==> src/design/alpha_class_rle_segment_encoder_top_defines.svh <==
// ----------------------------------------------------------------------------
// Alpha-class RLE segment encoder: assertion macros
// Shared property wrappers; each expects clk and rst in scope.
// ----------------------------------------------------------------------------
`ifndef ALPHA_CLASS_RLE_SEGMENT_ENCODER_TOP_DEFINES_SVH
`define ALPHA_CLASS_RLE_SEGMENT_ENCODER_TOP_DEFINES_SVH

// Same-cycle implication, disabled during reset.
`define ACRLE_ASSERT_NOW(label, cond, conseq, msg) \
  label: assert property (@(posedge clk) disable iff (rst) (cond) |-> (conseq)) \
    else $error(msg);

// Next-cycle implication, disabled during reset.
`define ACRLE_ASSERT_NEXT(label, cond, conseq, msg) \
  label: assert property (@(posedge clk) disable iff (rst) (cond) |=> (conseq)) \
    else $error(msg);

`endif

==> src/design/acrle_pkg.sv <==
// ----------------------------------------------------------------------------
// acrle_pkg
// Shared types, widths and constants of the alpha-class RLE segment encoder.
// ----------------------------------------------------------------------------
package acrle_pkg;

  localparam int SEG_WIDTH_DEFAULT   = 16;
  localparam int QUEUE_DEPTH_DEFAULT = 4;

  localparam int PIXEL_W   = 32;
  localparam int WORD_W    = 16;
  localparam int CLS_W     = 3;
  localparam int HDR_LEN_W = 13;   // class sits in bits 15:13 of a run header, above the length
  localparam int SEGW_W    = 6;
  localparam int VIS_W     = 32;
  localparam int CFG_IDX_W = 1;
  localparam int CFG_DATA_W = 16;
  localparam int S_TDATA_W = 32;
  localparam int M_TDATA_W = 56;

  // configuration register indexes
  localparam logic [CFG_IDX_W-1:0] CFG_KEY_ENABLE = 1'b0;
  localparam logic [CFG_IDX_W-1:0] CFG_KEY_COLOR  = 1'b1;

  // alpha class thresholds (upper bound of each class, inclusive)
  localparam logic [7:0] ALPHA_T0 = 8'd31;
  localparam logic [7:0] ALPHA_T1 = 8'd95;
  localparam logic [7:0] ALPHA_T2 = 8'd159;
  localparam logic [7:0] ALPHA_T3 = 8'd223;

  localparam logic [CLS_W-1:0] CLS_CLEAR = 3'd0;

  // one classified pixel handed from front to back
  typedef struct packed {
    logic [WORD_W-1:0] rgb;
    logic [CLS_W-1:0]  cls;
    logic              close;   // last pixel of the segment
    logic [VIS_W-1:0]  vis;     // visible total after this pixel
  } entry_t;

  function automatic logic [CLS_W-1:0] alpha_class(input logic [7:0] a);
    logic [CLS_W-1:0] c;
    if (a <= ALPHA_T0) begin
      c = 3'd0;
    end else if (a <= ALPHA_T1) begin
      c = 3'd1;
    end else if (a <= ALPHA_T2) begin
      c = 3'd2;
    end else if (a <= ALPHA_T3) begin
      c = 3'd3;
    end else begin
      c = 3'd4;
    end
    return c;
  endfunction

endpackage

==> src/design/acrle_front.sv <==
// ----------------------------------------------------------------------------
// acrle_front
// Accept pixels, convert to RGB565, apply color key, classify alpha, keep the
// visible count and segment position, push one entry per pixel.
// ----------------------------------------------------------------------------
module acrle_front #(
  parameter int SEG_WIDTH = acrle_pkg::SEG_WIDTH_DEFAULT
) (
  input  logic                                clk,
  input  logic                                rst,
  input  logic                                cfg_we,
  input  logic [acrle_pkg::CFG_IDX_W-1:0]     cfg_addr,
  input  logic [acrle_pkg::CFG_DATA_W-1:0]    cfg_wdata,
  input  logic                                s_tvalid,
  output logic                                s_tready,
  input  logic [acrle_pkg::S_TDATA_W-1:0]     s_tdata,
  input  logic                                s_tlast,
  input  logic                                s_tuser,
  input  logic                                q_full,
  output logic                                q_push,
  output acrle_pkg::entry_t                   q_entry
);

  localparam int IW = (SEG_WIDTH > 1) ? $clog2(SEG_WIDTH) : 1;

  logic                           key_enable;
  logic [acrle_pkg::WORD_W-1:0]   key_color;
  logic [acrle_pkg::VIS_W-1:0]    vis;
  logic [IW-1:0]                  fill;

  logic [acrle_pkg::WORD_W-1:0]   rgb_raw;
  logic                           keyed;
  logic [7:0]                     alpha;
  logic [acrle_pkg::CLS_W-1:0]    cls;
  logic [acrle_pkg::VIS_W-1:0]    vis_base;
  logic [acrle_pkg::VIS_W-1:0]    vis_next;
  logic                           close;

  assign s_tready = !q_full;
  assign q_push   = s_tvalid && s_tready;

  assign rgb_raw  = {s_tdata[7:3], s_tdata[15:10], s_tdata[23:19]};
  assign keyed    = key_enable && (rgb_raw == key_color);
  assign alpha    = keyed ? 8'd0 : s_tdata[31:24];
  assign cls      = acrle_pkg::alpha_class(alpha);
  assign vis_base = s_tuser ? '0 : vis;
  assign vis_next = ((cls != acrle_pkg::CLS_CLEAR) && (vis_base != '1)) ?
                    vis_base + acrle_pkg::VIS_W'(1) : vis_base;
  assign close    = s_tlast || (fill == IW'(SEG_WIDTH - 1));

  assign q_entry.rgb   = keyed ? '0 : rgb_raw;
  assign q_entry.cls   = cls;
  assign q_entry.close = close;
  assign q_entry.vis   = vis_next;

  always_ff @(posedge clk) begin
    if (rst) begin
      key_enable <= 1'b0;
      key_color  <= '0;
      vis        <= '0;
      fill       <= '0;
    end else begin
      if (cfg_we) begin
        unique case (cfg_addr)
          acrle_pkg::CFG_KEY_ENABLE: key_enable <= cfg_wdata[0];
          acrle_pkg::CFG_KEY_COLOR:  key_color  <= cfg_wdata;
          default: ;
        endcase
      end
      if (q_push) begin
        vis  <= vis_next;
        fill <= close ? '0 : fill + IW'(1);
      end
    end
  end

endmodule

==> src/design/acrle_fifo.sv <==
// ----------------------------------------------------------------------------
// acrle_fifo
// Short entry queue between the classifier and the segment emitter.
// ----------------------------------------------------------------------------
module acrle_fifo #(
  parameter int DEPTH = acrle_pkg::QUEUE_DEPTH_DEFAULT
) (
  input  logic              clk,
  input  logic              rst,
  input  logic              push,
  input  acrle_pkg::entry_t push_entry,
  output logic              full,
  input  logic              pop,
  output logic              valid,
  output acrle_pkg::entry_t pop_entry
);

  localparam int PW = (DEPTH > 1) ? $clog2(DEPTH) : 1;
  localparam int NW = $clog2(DEPTH + 1);

  acrle_pkg::entry_t mem [DEPTH];
  logic [PW-1:0]     wr_ptr;
  logic [PW-1:0]     rd_ptr;
  logic [NW-1:0]     count;

  assign full      = (count == NW'(DEPTH));
  assign valid     = (count != '0);
  assign pop_entry = mem[rd_ptr];

  always_ff @(posedge clk) begin
    if (push) begin
      mem[wr_ptr] <= push_entry;
    end
  end

  always_ff @(posedge clk) begin
    if (rst) begin
      wr_ptr <= '0;
      rd_ptr <= '0;
      count  <= '0;
    end else begin
      if (push) begin
        wr_ptr <= (wr_ptr == PW'(DEPTH - 1)) ? '0 : wr_ptr + PW'(1);
      end
      if (pop) begin
        rd_ptr <= (rd_ptr == PW'(DEPTH - 1)) ? '0 : rd_ptr + PW'(1);
      end
      if (push && !pop) begin
        count <= count + NW'(1);
      end else if (pop && !push) begin
        count <= count - NW'(1);
      end
    end
  end

endmodule

==> src/design/acrle_back.sv <==
// ----------------------------------------------------------------------------
// acrle_back
// Collect one segment with its run table, then emit the run count, run
// headers and color words through a registered output stage.
// ----------------------------------------------------------------------------
`include "alpha_class_rle_segment_encoder_top_defines.svh"

module acrle_back #(
  parameter int SEG_WIDTH = acrle_pkg::SEG_WIDTH_DEFAULT
) (
  input  logic                              clk,
  input  logic                              rst,
  input  logic                              q_valid,
  input  acrle_pkg::entry_t                 q_entry,
  output logic                              q_pop,
  output logic                              m_valid,
  input  logic                              m_ready,
  output logic [acrle_pkg::WORD_W-1:0]      m_word,
  output logic                              m_last,
  output logic [acrle_pkg::SEGW_W-1:0]      m_seg_words,
  output logic [acrle_pkg::VIS_W-1:0]       m_vis
);

  localparam int IW    = (SEG_WIDTH > 1) ? $clog2(SEG_WIDTH) : 1;
  localparam int CW    = $clog2(SEG_WIDTH + 1);
  localparam int WW    = acrle_pkg::WORD_W;
  localparam int LEN_W = acrle_pkg::HDR_LEN_W;
  localparam int SW    = acrle_pkg::SEGW_W;

  typedef enum logic [1:0] {ST_FILL, ST_COUNT, ST_HDR, ST_PIX} state_t;

  typedef struct packed {
    logic [acrle_pkg::CLS_W-1:0] cls;
    logic [CW-1:0]               len;
  } run_t;

  logic [WW-1:0] pix_mem [SEG_WIDTH];
  run_t          run_mem [SEG_WIDTH];

  state_t                       state;
  logic [IW-1:0]                wr_idx;
  logic [CW-1:0]                runs;
  logic [CW-1:0]                vis_cnt;
  logic [acrle_pkg::CLS_W-1:0]  cur_cls;
  logic [CW-1:0]                cur_len;
  logic [IW-1:0]                run_idx;
  logic [IW-1:0]                pix_idx;
  logic [CW-1:0]                pix_left;
  logic [acrle_pkg::VIS_W-1:0]  vis_hold;

  logic          can_emit;
  logic          emit;
  logic          first;
  logic          same;
  logic          last_run;
  run_t          run_cur;
  logic          run_clear;
  logic [SW-1:0] seg_total;

  assign q_pop     = (state == ST_FILL) && q_valid;
  assign can_emit  = !m_valid || m_ready;
  assign emit      = (state != ST_FILL) && can_emit;
  assign first     = (wr_idx == '0);
  assign same      = (cur_cls == q_entry.cls);
  assign last_run  = ((CW'(run_idx) + CW'(1)) == runs);
  assign run_cur   = last_run ? run_t'{cls: cur_cls, len: cur_len} : run_mem[run_idx];
  assign run_clear = (run_cur.cls == acrle_pkg::CLS_CLEAR);
  assign seg_total = SW'(1) + SW'(runs) + SW'(vis_cnt);

  // segment storage: colors by position, closed runs by run number
  always_ff @(posedge clk) begin
    if (q_pop) begin
      pix_mem[wr_idx] <= q_entry.rgb;
      if (!first && !same) begin
        run_mem[IW'(runs - CW'(1))] <= '{cls: cur_cls, len: cur_len};
      end
    end
  end

  always_ff @(posedge clk) begin
    if (rst) begin
      state   <= ST_FILL;
      m_valid <= 1'b0;
      wr_idx  <= '0;
    end else begin
      // load a new word or hold the current one until it is taken
      m_valid <= emit || (m_valid && !m_ready);
      unique case (state)
        ST_FILL: begin
          if (q_valid) begin
            vis_hold <= q_entry.vis;
            wr_idx   <= q_entry.close ? '0 : wr_idx + IW'(1);
            if (first) begin
              cur_cls <= q_entry.cls;
              cur_len <= CW'(1);
              runs    <= CW'(1);
              vis_cnt <= CW'(q_entry.cls != acrle_pkg::CLS_CLEAR);
            end else begin
              if (same) begin
                cur_len <= cur_len + CW'(1);
              end else begin
                cur_cls <= q_entry.cls;
                cur_len <= CW'(1);
                runs    <= runs + CW'(1);
              end
              vis_cnt <= vis_cnt + CW'(q_entry.cls != acrle_pkg::CLS_CLEAR);
            end
            if (q_entry.close) begin
              state <= ST_COUNT;
            end
          end
        end
        ST_COUNT: begin
          if (can_emit) begin
            m_word      <= WW'(runs);
            m_last      <= 1'b0;
            m_seg_words <= '0;
            m_vis       <= vis_hold;
            run_idx     <= '0;
            pix_idx     <= '0;
            state       <= ST_HDR;
          end
        end
        ST_HDR: begin
          if (can_emit) begin
            m_word      <= {run_cur.cls, LEN_W'(run_cur.len)};
            m_last      <= last_run && run_clear;
            m_seg_words <= (last_run && run_clear) ? seg_total : '0;
            if (!run_clear) begin
              pix_left <= run_cur.len;
              state    <= ST_PIX;
            end else begin
              pix_idx <= pix_idx + IW'(run_cur.len);
              run_idx <= run_idx + IW'(1);
              if (last_run) begin
                state <= ST_FILL;
              end
            end
          end
        end
        ST_PIX: begin
          if (can_emit) begin
            m_word      <= pix_mem[pix_idx];
            m_last      <= last_run && (pix_left == CW'(1));
            m_seg_words <= (last_run && (pix_left == CW'(1))) ? seg_total : '0;
            pix_idx     <= pix_idx + IW'(1);
            pix_left    <= pix_left - CW'(1);
            if (pix_left == CW'(1)) begin
              if (last_run) begin
                state <= ST_FILL;
              end else begin
                run_idx <= run_idx + IW'(1);
                state   <= ST_HDR;
              end
            end
          end
        end
        default: state <= ST_FILL;
      endcase
    end
  end

  `ACRLE_ASSERT_NOW(a_no_pop_while_emit, state != ST_FILL, !q_pop, "entry taken during emission")
  `ACRLE_ASSERT_NOW(a_pix_run_nonempty, state == ST_PIX, pix_left != '0, "color run with no pixels left")
  `ACRLE_ASSERT_NEXT(a_close_starts_emit, q_pop && q_entry.close, state == ST_COUNT, "closed segment not emitted")

endmodule

==> src/design/alpha_class_rle_segment_encoder_top.sv <==
// ----------------------------------------------------------------------------
// alpha_class_rle_segment_encoder_top
// Encode ABGR pixels into RGB565 segments with alpha-class run lengths.
// ----------------------------------------------------------------------------
// Pixels enter one per transfer on the s_ side; each is cut to RGB565,
// optionally keyed to fully transparent, and given one of five alpha classes.
// Rows are split into segments of SEG_WIDTH pixels (or fewer at row end).
// For each segment the m_ side carries a run-count word, then per run of equal
// class a header (class in bits 15:13, length below), followed by the run's
// color words unless the class is transparent. The final word of a segment
// has m_tlast set and carries the segment's word count; every word carries the
// saturating visible pixel total as of the segment's closing pixel.
// Timing: the front takes one pixel per cycle into a QUEUE_DEPTH-entry queue.
// The back moves one queued pixel per cycle into its segment buffer, then
// emits 1 + runs + visible-pixel words at one word per cycle while m_tready
// allows; it does not fill while emitting. This emitter thus sets the
// sustained rate. Input stalls only when the queue is full.
// Configuration: cfg_addr 0 = key_enable (bit 0), 1 = key_color (RGB565);
// write only while the block is idle. No clearing pass after reset.
module alpha_class_rle_segment_encoder_top #(
  parameter int SEG_WIDTH   = acrle_pkg::SEG_WIDTH_DEFAULT,
  parameter int QUEUE_DEPTH = acrle_pkg::QUEUE_DEPTH_DEFAULT
) (
  input  logic                              clk,
  input  logic                              rst,
  input  logic                              cfg_we,
  input  logic [acrle_pkg::CFG_IDX_W-1:0]   cfg_addr,
  input  logic [acrle_pkg::CFG_DATA_W-1:0]  cfg_wdata,
  input  logic                              s_tvalid,
  output logic                              s_tready,
  input  logic [acrle_pkg::S_TDATA_W-1:0]   s_tdata,   // [31:0] pixel_abgr
  input  logic                              s_tlast,   // row_end
  input  logic                              s_tuser,   // image_start
  output logic                              m_tvalid,
  input  logic                              m_tready,
  output logic [acrle_pkg::M_TDATA_W-1:0]   m_tdata,   // [15:0] word,
                                                       // [21:16] segment_words,
                                                       // [53:22] visible_total,
                                                       // [55:54] zero
  output logic                              m_tlast    // last_of_segment
);

  acrle_pkg::entry_t                 push_entry;
  acrle_pkg::entry_t                 pop_entry;
  logic                              push;
  logic                              pop;
  logic                              q_full;
  logic                              q_valid;
  logic [acrle_pkg::WORD_W-1:0]      word;
  logic [acrle_pkg::SEGW_W-1:0]      seg_words;
  logic [acrle_pkg::VIS_W-1:0]       vis_total;

  // classify and count; hold input when the queue is full
  acrle_front #(
    .SEG_WIDTH (SEG_WIDTH)
  ) u_front (
    .clk       (clk),
    .rst       (rst),
    .cfg_we    (cfg_we),
    .cfg_addr  (cfg_addr),
    .cfg_wdata (cfg_wdata),
    .s_tvalid  (s_tvalid),
    .s_tready  (s_tready),
    .s_tdata   (s_tdata),
    .s_tlast   (s_tlast),
    .s_tuser   (s_tuser),
    .q_full    (q_full),
    .q_push    (push),
    .q_entry   (push_entry)
  );

  // decouple classification from emission
  acrle_fifo #(
    .DEPTH (QUEUE_DEPTH)
  ) u_fifo (
    .clk        (clk),
    .rst        (rst),
    .push       (push),
    .push_entry (push_entry),
    .full       (q_full),
    .pop        (pop),
    .valid      (q_valid),
    .pop_entry  (pop_entry)
  );

  // build segments and emit words through the output register
  acrle_back #(
    .SEG_WIDTH (SEG_WIDTH)
  ) u_back (
    .clk         (clk),
    .rst         (rst),
    .q_valid     (q_valid),
    .q_entry     (pop_entry),
    .q_pop       (pop),
    .m_valid     (m_tvalid),
    .m_ready     (m_tready),
    .m_word      (word),
    .m_last      (m_tlast),
    .m_seg_words (seg_words),
    .m_vis       (vis_total)
  );

  // pack result fields, lowest field first, pad to whole bytes
  assign m_tdata = {2'b00, vis_total, seg_words, word};

endmodule
==> config.mk <==
export PLATFORM = sky130hd
export DESIGN_NAME = alpha_class_rle_segment_encoder_top
export DESIGN_NICKNAME = d
export VERILOG_FILES = /design/src/design/acrle_pkg.sv /design/src/design/acrle_front.sv /design/src/design/acrle_fifo.sv /design/src/design/acrle_back.sv /design/src/design/alpha_class_rle_segment_encoder_top.sv
export VERILOG_INCLUDE_DIRS = /design/src /design/src/design
export SDC_FILE = /design/constraint.sdc
export NUM_CORES = 1
export LEC_CHECK = 0
export BUFFER_PORTS_ARGS = -buffer_cell sky130_fd_sc_hd__buf_2
export CAP_MARGIN = 40
export CORE_ASPECT_RATIO = 0.5
export CORE_MARGIN = 2
export CORE_UTILIZATION = 45
export DETAILED_ROUTE_END_ITERATION = 8
export SLEW_MARGIN = 40
export SYNTH_ARGS = -nofsm -noshare
export SYNTH_HDL_FRONTEND = slang
export SYNTH_HIERARCHICAL = 1
export SYNTH_SLANG_ARGS = --single-unit
==> constraint.sdc <==
create_clock -name clk -period 5.6 [get_ports clk]
set_clock_uncertainty 0.2 [all_clocks]
set_input_delay 1.68 -clock clk [delete_from_list [all_inputs] [get_ports clk]]
set_output_delay 1.68 -clock clk [all_outputs]
set_load 0.01 [all_outputs]
==> metrics.yaml, run 1 <==
status: "finished, final reports clean"
cp_num_buf_inv: 2
r2r_end: "u_back/pix_idx[3]$_DFFE_PN_"
yosysUniqueCellTypes: 84
peakVddDrop_mv: 0.2672
cp.arrival_ns: 4.28
grt_pass1_vias: 17024
cts_buffer_depth: 3
maxCapViolations: 0
clockRootBuffer: "clkbuf_16"
antenna_left: 0
track_usage_pct: 18.63
synth-seq-cells: 787
cts_tree: "built"
fin_crit_ns: 4.088
crit_family: "simple AND/OR/NAND/NOR gates"
reg2reg_depth: 12
p_leak_nw: 11.90
dr_total_vias: 16879
whs_path_depth: 0
numCtsBuffers: 71
cp_max_fo: 9
drive_gt1_share_pct: 23.19
rsz0062_at_grt: "false"
postCtsSetupRepairBufs: 0
worstSetupPathType: "in -> reg"
h-tree-depth: 3
wl_per_cell_um: 22.84
die_area_mm2: 0.07408
relSlewSlack_pct: 45.42
clock_sinks: 787
die_h_um: 193.5
die_w_um: 382.9
critical-path-max-stage-delay_ns: 0.50
hold_buffers: 0
slew_viol_final: 0
syn_area_mm2: 0.03231
syn_to_final_growth_pct: 12.56
min_to: "u_back/m_vis[12]$_DFFE_PP_"
ioPinCount: 115
gp_congestion: 0.7989
initial_utilization_pct: 45.47
worst_pin_slew_ns: 0.8073
num_rows: 69
ys.flop_type: "edfxtp_1"
netlist_instances: 1857
path_cells: "buf_2 -> nor2b_1 -> ha_1 -> nand3_1 -> or3_1 -> nor3_4 -> buf_4 -> nor2_2 -> nand3_1 -> xor2_1"
hold_path_startpoint: "u_back/vis_hold[12]$_DFFE_PP_"
fin_crit_sh_pct: 73.01
grt_max_degree: 45
grt.overflow.total: 0
yosys_warnings: 6
tns_ns: 0
yosys.area.top_type: "edfxtp_1"
start_kind: "input pin"
clk_pin_slew_worst_paths_ns: 0.06
required_ns: 5.79
cts_resized: 0
synth_common_cells: "edfxtp_1 (710), mux4_2 (163), nor2_1 (117), nand2_1 (116), dfxtp_1 (77)"
worstSkewPairLatency_ns: 0.63
layout.nets: 2081
grt_pass1_wl_mm: 104.4
drt_iter0_markers: 1148
end_kind: "flip-flop"
finalSetupViolCount: 0
power_density_mw_per_mm2: 437.7
antenna_found_initial: 1
synth_area_leaders: "edfxtp_1 (66%), mux4_2 (11%), dfxtp_1 (4.8%)"
num-fill-cells: 5796
drc: 0
viasPerCell: 5.621
yosysSeqAreaShare_pct: 70.77
rrSetupSlack_ns: 1.58
r2r_start: "u_back/run_idx[0]$_DFFE_PN_"
core_area_mm2: 0.07105
synth_edf_count: 710
port_buffers: 99
firstDrtPassIters: 5
hold_class: "reg -> reg"
hpwl_mm: 42.99
path_common_cell: "nand3_1"
async_flop_share_pct: 0
yosysMostFrequentCell: "edfxtp_1"
fmax_mhz: 244.6
final_hold_viol_count: 0
fin_util_pct: 51.18
totalWireLength_mm: 68.58
slowest_stage: "nor3_4"
synth_top_area_share_pct: 66.00
synth_area_per_cell_um2: 17.40
[worst register-to-register path: cells and delay by family (launching register included)]
family | cells | cell delay, ns
AO/OA/AOI/OAI | 4 | 0.72
adder cells (fa/ha/maj) | 2 | 0.66
flip-flops | 1 | 0.50
multiplexers | 1 | 0.55
AND/OR/NAND/NOR | 2 | 0.44
XOR/XNOR | 3 | 0.69
[layout make-up]
class	instances	area (µm²)	share of cell area, %
diodes	1	2.502	0.006882
clock buffers	93	1963	5.399
clock inverters	33	307.8	0.8465
inverters	30	112.6	0.3097
multi-input cells	949	8920	24.53
flip-flops and latches	787	22880	62.93
well taps	958	1199	3.296
repair buffers	152	975.9	2.684
[flip-flops by register name, summed over array words and instances, names as in the netlist, 3 cells and up, named ones only]
signal	flops
u_back/cur_len	5
u_front/fill	4
u_back/m_word	16
u_fifo/count	3
u_front/vis	32
u_back/runs	5
u_back/pix_mem	256
u_fifo/mem	208
u_back/m_vis	32
u_back/pix_idx	4
u_back/run_idx	4
u_back/wr_idx	4
u_back/cur_cls	3
u_front/key_color	16
u_back/run_mem	128
u_back/m_seg_words	6
u_back/vis_cnt	5
u_back/vis_hold	32
u_back/pix_left	5
[stage by stage]
| stage | hold slack (ns) | cell area (µm²) | total power [W] | instances | worst slack, ns |
|---|---|---|---|---|---|
| after floorplan | 0.2003 | 32310 | 0.01023 | 1858 | 0.6351 |
| after global placement | 0.2029 | 34000 | 0.01120 | 2874 | 0.9608 |
| after detailed placement | 0.2062 | 34070 | 0.01128 | 2876 | 0.9200 |
| after CTS | 0.2176 | 36340 | 0.01612 | 3002 | 1.576 |
| after global routing | 0.2277 | 36360 | 0.01663 | 3003 | 1.399 |
| final | 0.2114 | 36360 | 0.01592 | 3003 | 1.512 |
[worst max-delay path by stage]
stage	start	slack, ns	end	cells past startpoint
after floorplan	rst	0.64	u_back/m_vis[0]$_DFFE_PP_	3
after global placement	s_tdata[11]	0.96	u_fifo/mem[2][2]$_DFFE_PP_	8
after detailed placement	s_tuser	0.92	u_fifo/mem[3][2]$_DFFE_PP_	10
after CTS	u_back/run_idx[0]$_DFFE_PN_	1.58	u_back/pix_idx[3]$_DFFE_PN_	12
after global routing	u_back/run_idx[0]$_DFFE_PN_	1.40	u_back/pix_idx[3]$_DFFE_PN_	12
final	s_tuser	1.51	u_fifo/mem[0][2]$_DFFE_PP_	10
[cell families (layout without fill, tap and decap cells)]
| family | Yosys count | count (layout) | share of synthesized area [%] |
|---|---|---|---|
| buf+inv | 122 | 308 | 1.894 |
| mux | 184 | 184 | 12.33 |
| flops | 787 | 787 | 70.77 |
| compound gates | 170 | 170 | 3.827 |
| xor+xnor | 78 | 78 | 2.242 |
| fa+ha+maj | 34 | 34 | 1.387 |
| other cells | 1 | 3 | 0.01161 |
| simple gates | 481 | 481 | 7.541 |
[report_power, final]
group          internal [W]  leakage [nW]  total [W]  switching, W
Clock               0.00271          1.11    0.00481       0.00210
Sequential          0.00739          7.09    0.00789      0.000504
Combinational       0.00144          3.69    0.00321       0.00177
Total                0.0115          11.9     0.0159       0.00438
[cells in the final DEF (no fill, tap or decap), types with 16 or more instances in the layout]
master,n
edfxtp_1,710
mux4_2,163
nand2_1,116
nor2_1,100
buf_2,99
clkbuf_16,74
dfxtp_1,71
buf_4,47
nand3_1,44
a21oi_1,43
xor2_1,42
nor3_1,38
xnor2_1,33
ha_1,31
and2_1,30
inv_1,28
nor2b_1,24
o21ai_0,21
nor2_2,17
a31oi_1,16
[per-layer routing]
layer | up-vias | wire, µm | GRT usage, %
met4 | 0 | 1356 | 5.322
met2 | 326 | 35110 | 31.81
met3 | 94 | 2541 | 3.066
li1 | 7642 | - | -
met1 | 8817 | 29570 | 24.74
met5 | - | 0 | 0
Power figures use the tool's default switching activity.
==> run 2, diff against run 1 <==
Clock period 5.6 ns to 3.9 ns, I/O delays scaled along.
==> metrics.yaml, run 2 (synthesis results as in run 1) <==
status: "finished, final reports clean"
clk_pin_slew_worst_paths_ns: 0.07  # about the same
track_usage_pct: 18.75  # +0.12 points
numCtsBuffers: 70  # -1.4%
cp.arrival_ns: 3.88  # -0.40 ns
core_area_mm2: 0.07105  # unchanged
firstDrtPassIters: 6  # +1
peakVddDrop_mv: 0.3665  # +37%
port_buffers: 99  # unchanged
crit_family: "multiplexers"
mostFrequentLayoutCell: "edfxtp_1"
largest_register_ffs: 256  # unchanged
cp_max_fo: 14  # +5
clkPwrFrac_pct: 30.0  # -0.2 points
worstSkewPairLatency_ns: 0.65  # +0.02 ns
fin_crit_ns: 3.558
clock_sinks: 787  # unchanged
regMostFlops: "u_back/pix_mem"
h-tree-depth: 3  # unchanged
gp_congestion: 0.8300  # +3.9%
start_kind: "flip-flop"
fin_crit_sh_pct: 91.23
dr_total_vias: 16933  # +0.32%
p_int_w: 0.01655  # +43%
end_kind: "flip-flop"
hold_class: "reg -> reg"
slowest_stage: "mux4_2"
critical-path-max-stage-delay_ns: 0.57  # +0.07 ns
drive_gt1_share_pct: 24.95  # +1.8 points
wl_per_cell_um: 22.44  # -1.7%
cp.depth: 9  # -1
pwr-share-seq_pct: 48.4  # -1.2 points
p_sw_share_pct: 27.68  # +0.18 points
die_w_um: 382.9  # unchanged
pwr-share-comb_pct: 21.6  # +1.4 points
grt_pass1_wl_mm: 105.0  # +0.57%
grt.overflow.total: 0  # unchanged
initial_utilization_pct: 45.47  # unchanged
antenna_cells: 0  # -1
maxCapViolations: 0  # unchanged
required_ns: 4.22  # -1.57 ns
rrSetupSlack_ns: 0.34  # -1.24 ns
final_cells: 3062  # +2.0%
drc: 0  # unchanged
reg2reg_depth: 9  # -3
finalSetupViolCount: 0  # unchanged
ioPinCount: 115  # unchanged
cp_num_buf_inv: 0  # -2
power_density_mw_per_mm2: 622.9  # +42%
die_h_um: 193.5  # unchanged
worstSetupPathType: "reg -> reg"
antenna_left: 0  # unchanged
num_rows: 69  # unchanged
syn_to_final_growth_pct: 13.75
p_leak_nw: 12.18  # +2.4%
grt_max_degree: 50  # +11%
drt_iter0_markers: 1266  # +10%
grt_pass1_vias: 17023  # -0.0059%
layout_common_cells: "edfxtp_1 (710), mux4_2 (163), nand2_1 (116)"
path_cells: "mux4_2 -> mux4_2 -> mux2i_1 -> nand2_1 -> ha_1 -> fa_1 -> xnor2_1 -> nor2_1 -> mux2_1"
totalWireLength_mm: 68.71  # +0.19%
place_inst: 2933  # +2.0%
die_area_mm2: 0.07408  # unchanged
final_hold_viol_count: 0  # unchanged
relSlewSlack_pct: 46.50  # +1.1 points
rsz0062_at_grt: "false"
slew_viol_final: 0  # unchanged
finalWorstSetupSlack_ns: 0.3421  # -1.169 ns
post-place-ws_ns: -0.1086  # -1.029 ns
hpwl_mm: 44.50  # +3.5%
fmax_mhz: 281.1
antenna_found_initial: 0  # -1
p_switching_w: 0.006337  # +45%
reg.largest.list: "u_back/pix_mem x256, u_fifo/mem x208, u_back/run_mem x128"
path_common_cell: "mux4_2"
layout.nets: 2137  # +2.7%
worst_pin_slew_ns: 0.7952  # -0.01209 ns
cts_tree: "built"
viasPerCell: 5.530  # -1.6%
cts_buffer_depth: 3  # unchanged
clockRootBuffer: "clkbuf_16"
hold_buffers: 0  # unchanged
==> run 2: changes by cell type in the layout (fill, tap and decap cells not counted), sizes merged <==
| cell | previous run | this run |
|---|---|---|
| buf | 152 | 209 |
| clkinvlp | 3 | 0 |
| clkbuf | 93 | 100 |
| clkinv | 23 | 24 |
| bufinv | 5 | 3 |
| diode | 1 | 0 |
==> run 2: how the worst min path moves through the flow <==
stage                                  start                         end  slack [ns]  depth (start not counted)
2_1_floorplan   u_back/vis_hold[0]$_DFFE_PP_   u_back/m_vis[0]$_DFFE_PP_        0.20                          0
3_3_place_gp   u_back/vis_hold[18]$_DFFE_PP_  u_back/m_vis[18]$_DFFE_PP_        0.20                          0
3_5_place_dp   u_back/vis_hold[15]$_DFFE_PP_  u_back/m_vis[15]$_DFFE_PP_        0.20                          0
4_1_cts        u_back/vis_hold[23]$_DFFE_PP_  u_back/m_vis[23]$_DFFE_PP_        0.21                          0
5_1_grt        u_back/vis_hold[23]$_DFFE_PP_  u_back/m_vis[23]$_DFFE_PP_        0.22                          0
6_report       u_back/vis_hold[23]$_DFFE_PP_  u_back/m_vis[23]$_DFFE_PP_        0.21                          0
==> run 2: metal layers <==
layer  vias up  routed length, µm  track usage [%]
li1       7754                  -                -
met1      8780              30000            25.50
met2       310              34390            31.14
met3        89               2735            3.258
met4         0               1573            5.541
met5         -                  0                0
==> run 2: what timing repair did <==
item | 4_1_cts | 5_1_grt
endpoints found under the setup margin | 0 | 1
gates resized for setup | 0 | 2
setup buffers | 0 | 0
==> run 2: worst reg2reg max path: stages, from the launching register on <==
cell and delay (ns):
dfxtp_4 0.50, mux4_2 0.58, mux4_2 0.50, mux2i_1 0.27, nand2_1 0.16, ha_1 0.24, fa_1 0.38, xnor2_1 0.17
nor2_1 0.07, mux2_1 0.34
==> run 2: final cells by class <==
| cell class | count | area, µm² |
|---|---|---|
| multi-input combinational | 949 | 8912 |
| clock inverter | 29 | 276.5 |
| tap | 958 | 1199 |
| clock buffer | 100 | 1987 |
| timing repair buffer | 209 | 1384 |
| sequential | 787 | 22880 |
| inverter | 30 | 112.6 |
| fill | 5719 | 34300 |
==> run 2: power groups by stage <==
stage | sequential (W) | clock, W | combinational [W]
finish | 0.0111 | 0.00686 | 0.00496
global route | 0.0112 | 0.00736 | 0.00541
CTS | 0.0111 | 0.00705 | 0.00504
detailed placement | 0.0113 | 0 | 0.00502
global placement | 0.0112 | 0 | 0.00495
floorplan | 0.0111 | 0 | 0.00363
==> run 2: stage by stage <==
step	hold slack (ns)	cell area [µm²]	TNS (ns)	util [%]	power [W]
detailed placement	0.2045	34470	-0.5509	48.51	0.01629
finish	0.2096	36750	0	51.72	0.02289
global route	0.2246	36750	0	51.72	0.02394
CTS	0.2140	36730	0	51.70	0.02319
global placement	0.2007	34460	0	48.50	0.01619
floorplan	0.2003	32310	0	-	0.01469
